### src/rtl/trul_pkg.sv
package trul_pkg;

  // Default coordinate width and queue depth between front and back.
  localparam int COORD_W_DEF = 32;
  localparam int QUEUE_DEPTH = 2;

  // Width of the vertex position field.
  localparam int VIDX_W = 3;

  // Outline kind decided by the front and carried out by the back.
  typedef enum logic [2:0] {
    KIND_FAIL,
    KIND_BOX,
    KIND_HPAIR,
    KIND_VPAIR,
    KIND_TLBR,
    KIND_BLTR
  } kind_e;

  localparam int KIND_W = $bits(kind_e);

  // Position of the final vertex of each outline kind.
  function automatic logic [VIDX_W-1:0] last_index(kind_e kind);
    logic [VIDX_W-1:0] idx;
    unique case (kind) inside
      KIND_BOX:                idx = VIDX_W'(3);
      KIND_HPAIR, KIND_VPAIR:  idx = VIDX_W'(5);
      KIND_TLBR, KIND_BLTR:    idx = VIDX_W'(7);
      default:                 idx = VIDX_W'(0);
    endcase
    return idx;
  endfunction

endpackage

### src/rtl/trul_fifo.sv
module trul_fifo import trul_pkg::*; #(
  parameter int DATA_W = 8,
  parameter int DEPTH  = QUEUE_DEPTH
) (
  input  logic              clk_i,
  input  logic              rst_ni,
  input  logic              push_valid_i,
  output logic              push_ready_o,
  input  logic [DATA_W-1:0] push_data_i,
  output logic              pop_valid_o,
  input  logic              pop_ready_i,
  output logic [DATA_W-1:0] pop_data_o
);

  localparam int PTR_W = (DEPTH > 1) ? $clog2(DEPTH) : 1;
  localparam int CNT_W = $clog2(DEPTH + 1);

  logic [DATA_W-1:0] mem_q [DEPTH];
  logic [PTR_W-1:0]  wr_ptr_q, wr_ptr_d;
  logic [PTR_W-1:0]  rd_ptr_q, rd_ptr_d;
  logic [CNT_W-1:0]  cnt_q, cnt_d;
  logic              push, pop;

  assign push_ready_o = (cnt_q != CNT_W'(DEPTH));
  assign pop_valid_o  = (cnt_q != '0);
  assign pop_data_o   = mem_q[rd_ptr_q];
  assign push         = push_valid_i && push_ready_o;
  assign pop          = pop_valid_o && pop_ready_i;

  // Pointer and fill count update, with wrap at the queue depth.
  always_comb begin
    wr_ptr_d = wr_ptr_q;
    rd_ptr_d = rd_ptr_q;
    cnt_d    = cnt_q;
    if (push) begin
      wr_ptr_d = (wr_ptr_q == PTR_W'(DEPTH - 1)) ? '0 : wr_ptr_q + PTR_W'(1);
    end
    if (pop) begin
      rd_ptr_d = (rd_ptr_q == PTR_W'(DEPTH - 1)) ? '0 : rd_ptr_q + PTR_W'(1);
    end
    if (push && !pop) begin
      cnt_d = cnt_q + CNT_W'(1);
    end else if (pop && !push) begin
      cnt_d = cnt_q - CNT_W'(1);
    end
  end

  always_ff @(posedge clk_i or negedge rst_ni) begin
    if (!rst_ni) begin
      wr_ptr_q <= '0;
      rd_ptr_q <= '0;
      cnt_q    <= '0;
    end else begin
      wr_ptr_q <= wr_ptr_d;
      rd_ptr_q <= rd_ptr_d;
      cnt_q    <= cnt_d;
    end
  end

  // Entry storage.
  always_ff @(posedge clk_i) begin
    if (push) begin
      mem_q[wr_ptr_q] <= push_data_i;
    end
  end

endmodule

### config.mk
export PLATFORM = sky130hd
export DESIGN_NAME = trul_fifo
export DESIGN_NICKNAME = d
export VERILOG_FILES = /design/src/rtl/trul_pkg.sv /design/src/rtl/trul_fifo.sv
export SDC_FILE = /design/constraint.sdc
export NUM_CORES = 1
export LEC_CHECK = 0
export BUFFER_PORTS_ARGS = -buffer_cell sky130_fd_sc_hd__buf_2
export CAP_MARGIN = 20
export CORE_MARGIN = 1.5
export CORE_UTILIZATION = 56
export CTS_BUF_LIST = sky130_fd_sc_hd__clkbuf_2
export DETAILED_ROUTE_END_ITERATION = 8
export GPL_TIMING_DRIVEN = 0
export HOLD_SLACK_MARGIN = 0.03
export PLACE_DENSITY = 0.88
export SLEW_MARGIN = 15
export SYNTH_ARGS = -nofsm -noshare
export SYNTH_HDL_FRONTEND = slang
export SYNTH_SLANG_ARGS = --single-unit
export TNS_END_PERCENT = 1
### constraint.sdc
create_clock -name clk_i -period 3.6 [get_ports clk_i]
set_input_delay 0 -clock clk_i [delete_from_list [all_inputs] [get_ports clk_i]]
set_output_delay 0 -clock clk_i [all_outputs]
set_load 0.02 [all_outputs]
==> summary.md <==
| Metric | Value |
|---|---|
| Run status | `finished, final reports clean` |
| CP Cell Sequence | `nand2b_4 > nand2_1 > nor2_1` |
| Final weighted congestion of routability-driven global placement | `roughly 0.67` |
| Detailed-route via count | `between 400 and 500` |
| Row cnt | `13` |
| Initial antenna violation count | `0` |
| Arrival time worst endpoint | `between 1.5 and 2 ns` |
| Combinational family with the most area after synthesis | `multiplexers` |
| Final hold violation count | `0` |
| Count of mapped cells out of synthesis | `43` |
| Max Cap Violations | `0` |
| Final cycle utilization of the critical path | `43.5%` |
| Final setup vio count | `0` |
| Post-detailed-route via-to-cell ratio | `approximately 4.7` |
| Share of layout cells above drive strength 1 | `between 40% and 50%` |
| Worst max-slew margin expressed relative to the limit | `a little under three fifths` |
| Total chip power | `around 0.00076 W` |
| Overall routed net length | `around 1.2 mm` |
| Top-area cell type share of the netlist area | `61.0%` |
| Cell area power density | `between 700 and 800 nW/um^2` |
| Number of buffers created by CTS | `3` |
| Resized Gates After CTS | `0` |
| Combined area of all synthesized cells | `787 um^2` |
| Number of distinct library cells after synthesis | `14` |
| Number of detailed-routing iterations run before antenna repair | `4` |
| Antenna violation net count after detailed routing | `0` |
| Effective utilization at floorplan | `roughly three fifths` |
| Antenna diodes | `0` |
| Type of the worst min-delay path | `in2reg` |
| Horizontal extent of the die | `between 40 and 50 um` |
| Reg clk slew, reported paths | `0.16 ns` |
| Number of global-route vias before repair | `slightly above 400` |
| Count of port buffers added during placement | `21` |
| Total overflow reported by the global router | `0` |
| DRC | `0` |
| Count of pins over their slew limit | `0` |
| Area of the die | `around 1600 um^2` |
| Slew at the pin with the worst max-slew slack | `approximately 0.64 ns` |
| Largest net degree at the start of global routing | `12` |
| Critical path's largest stage delay | `0.51 ns` |
| Async set or reset register ratio after synthesis | `20.0%` |
| Std-Cell Core Area | `approximately 1300 um^2` |
| Clock Sinks | `20` |
| Global-route wire length before repair | `1.81 mm` |
| Simple-gate share of the synthesized area | `~6.5%` |
| Data required time at the worst endpoint | `approximately 3.5 ns` |
| Half-perimeter wire length of the detailed placement result | `about 800 um` |
| Post-Synth Adder-Cell Area | `roughly 1.6%` |
| Clock Tree Root | `clkbuf_2` |
| Top area cells in the synthesized netlist | `edfxtp_1, dfrtp_1, mux2_2` |
| Category of the worst setup path capture point | `register` |
| CP max FO | `8` |
| Peak Freq | `~640 MHz` |
| Synth area leader | `edfxtp_1` |
| Register bit total from synthesis | `20` |
| Number of design-rule violations left by the first detailed-router iteration | `12` |
| Largest buffer count on any clock path | `2` |
| Total global routing track utilization | `between 15 and 20%` |
| Post-synth EDFFs | `16` |
| Placed inst area | `between 900 and 1000 um^2` |
| Crit path time final | `1.56 ns` |
| Post-synth net total | `between 50 and 60` |
| Number of nets in the final layout | `94` |
| Clk_lat worst skew | `between 0.2 and 0.3 ns` |
| Mean Syn Cell Area | `18.3 um^2` |
| Routed length per placed instance | `roughly 13 um` |
| Leakage power | `~0.44 nW` |
| Post-CTS setup buffer count | `0` |
| Final clock skew | `0.00605 ns` |
| Area of all placed cells without fillers | `between 1000 and 1500 um^2` |
| CTS tree | `built` |
| Worst Hold Margin | `0.427 ns` |
| TNS Setup | `0 ns` |
| Path type of the worst setup path | `reg2reg` |
| Post-synthesis mux area share | `between 10% and 20%` |
| Synth-to-layout area growth | `33.4%` |
| Cell type of the slowest stage on the worst timing path | `nor2_1` |
| Xor/xnor cell area share of the yosys netlist | `roughly 5.6%` |
| Die Y | `around 40 um` |
| Most frequently used flop master after synthesis | `edfxtp_1` |
| Number of H-tree levels | `1` |
| Unrepaired setup endpoints after global routing | `false` |
| Share of the yosys chip area belonging to registers | `73.8%` |
| Startpoint kind of the worst setup timing path | `register` |
| Complex-gate fraction of the synthesized area | `0%` |
| Yosys warnings | `0` |
| # IOs | `22` |
| Largest vdd supply drop | `~470 uV` |
[per-layer routing]
metal | vias to the layer above | GRT usage (%) | routed length (um)
met1 | 207 | 21.9 | 503
li1 | 228 | - | -
met3 | 0 | 5.00 | 49
met2 | 13 | 30.2 | 644
met5 | - | 0 | 0
met4 | 0 | 2.50 | 0
[layout make-up]
class | count | area (um^2)
fill | 83 | 251
buffer | 1 | 5.00
timing repair buffer | 33 | 225
inverter | 1 | 3.75
sequential | 20 | 581
clock buffer | 3 | 15.0
tap | 15 | 18.8
clock inverter | 1 | 3.75
multi-input combinational | 21 | 198
[synth_stat cells, drive strengths merged (2+ instances only)]
library cell,instances
nand2,2
edfxtp,16
nor2,2
dfrtp,4
mux2,8
xnor2,3
xor2,2
[cells by family after synthesis]
group,after synthesis
mux,8
buf+inv,2
xor+xnor,5
simple gates,7
flops,20
fa+ha+maj,1
[worst paths after layout]
| path | to | slack [ns] | depth (start not counted) | startpoint |
|---|---|---|---|---|
| setup reg to reg | mem_q[0][6]$_DFFE_PP_ | 2.04 | 3 | cnt_q[0]$_DFFE_PN0P_ |
| setup / recovery | mem_q[0][6]$_DFFE_PP_ | 2.04 | 3 | cnt_q[0]$_DFFE_PN0P_ |
| min in group asynchronous | wr_ptr_q$_DFFE_PN0N_ | 0.59 | 3 | rst_ni |
| hold / removal | mem_q[0][2]$_DFFE_PP_ | 0.43 | 2 | push_data_i[2] |
| hold reg to reg | wr_ptr_q$_DFFE_PN0N_ | 0.54 | 1 | wr_ptr_q$_DFFE_PN0N_ |
| max in group asynchronous | cnt_q[1]$_DFFE_PN0P_ | 2.83 | 3 | rst_ni |
[repair_timing]
| item | CTS | global route |
|---|---|---|
| hold endpoints to repair | 22 | 0 |
| hold buffers | 12 | 0 |
| endpoints found under the setup margin | 0 | 0 |
[registers in the layout, indices dropped and copies added, names as in the netlist]
register / count
wr_ptr_q: 1
rd_ptr_q: 1
mem_q: 16
cnt_q: 2
[power breakdown]
| group | switching, W | internal (W) | total, W |
|---|---|---|---|
| Sequential | 0.0000318 | 0.000323 | 0.000355 |
| Combinational | 0.000178 | 0.000149 | 0.000327 |
| Clock | 0.0000580 | 0.0000242 | 0.0000822 |
[layout by cell type, fill, tap and decap left out]
cell and instances:
mux2_2 8, dlygate4sd3_1 12, dfrtp_1 4, and3_1 1, xor2_1 2, or2_4 1
nand2_4 1, xnor2_1 3, ha_1 1, buf_2 22, inv_1 1, clkinv_1 1
edfxtp_1 16, nand2_1 1, nand2b_4 1, nor2_1 2, clkbuf_2 3
[through the flow]
| stage | setup WS, ns | std cells | utilization [%] |
|---|---|---|---|
| after CTS | 2.03 | 95 | 80.7 |
| after detailed placement | 2.04 | 79 | 70.0 |
| after global routing | 1.90 | 95 | 80.7 |
| after floorplan | 2.18 | 43 | - |
| after global placement | 2.06 | 79 | 70.0 |
| final | 2.04 | 95 | 80.7 |
[worst max-delay path, delay by kind of cell, from the launching register on]
kind | cells | cell delay, ns
DFF | 1 | 0.46
and+or+nand+nor | 3 | 0.77
No activity file was read; power rests on OpenSTA's default activity.
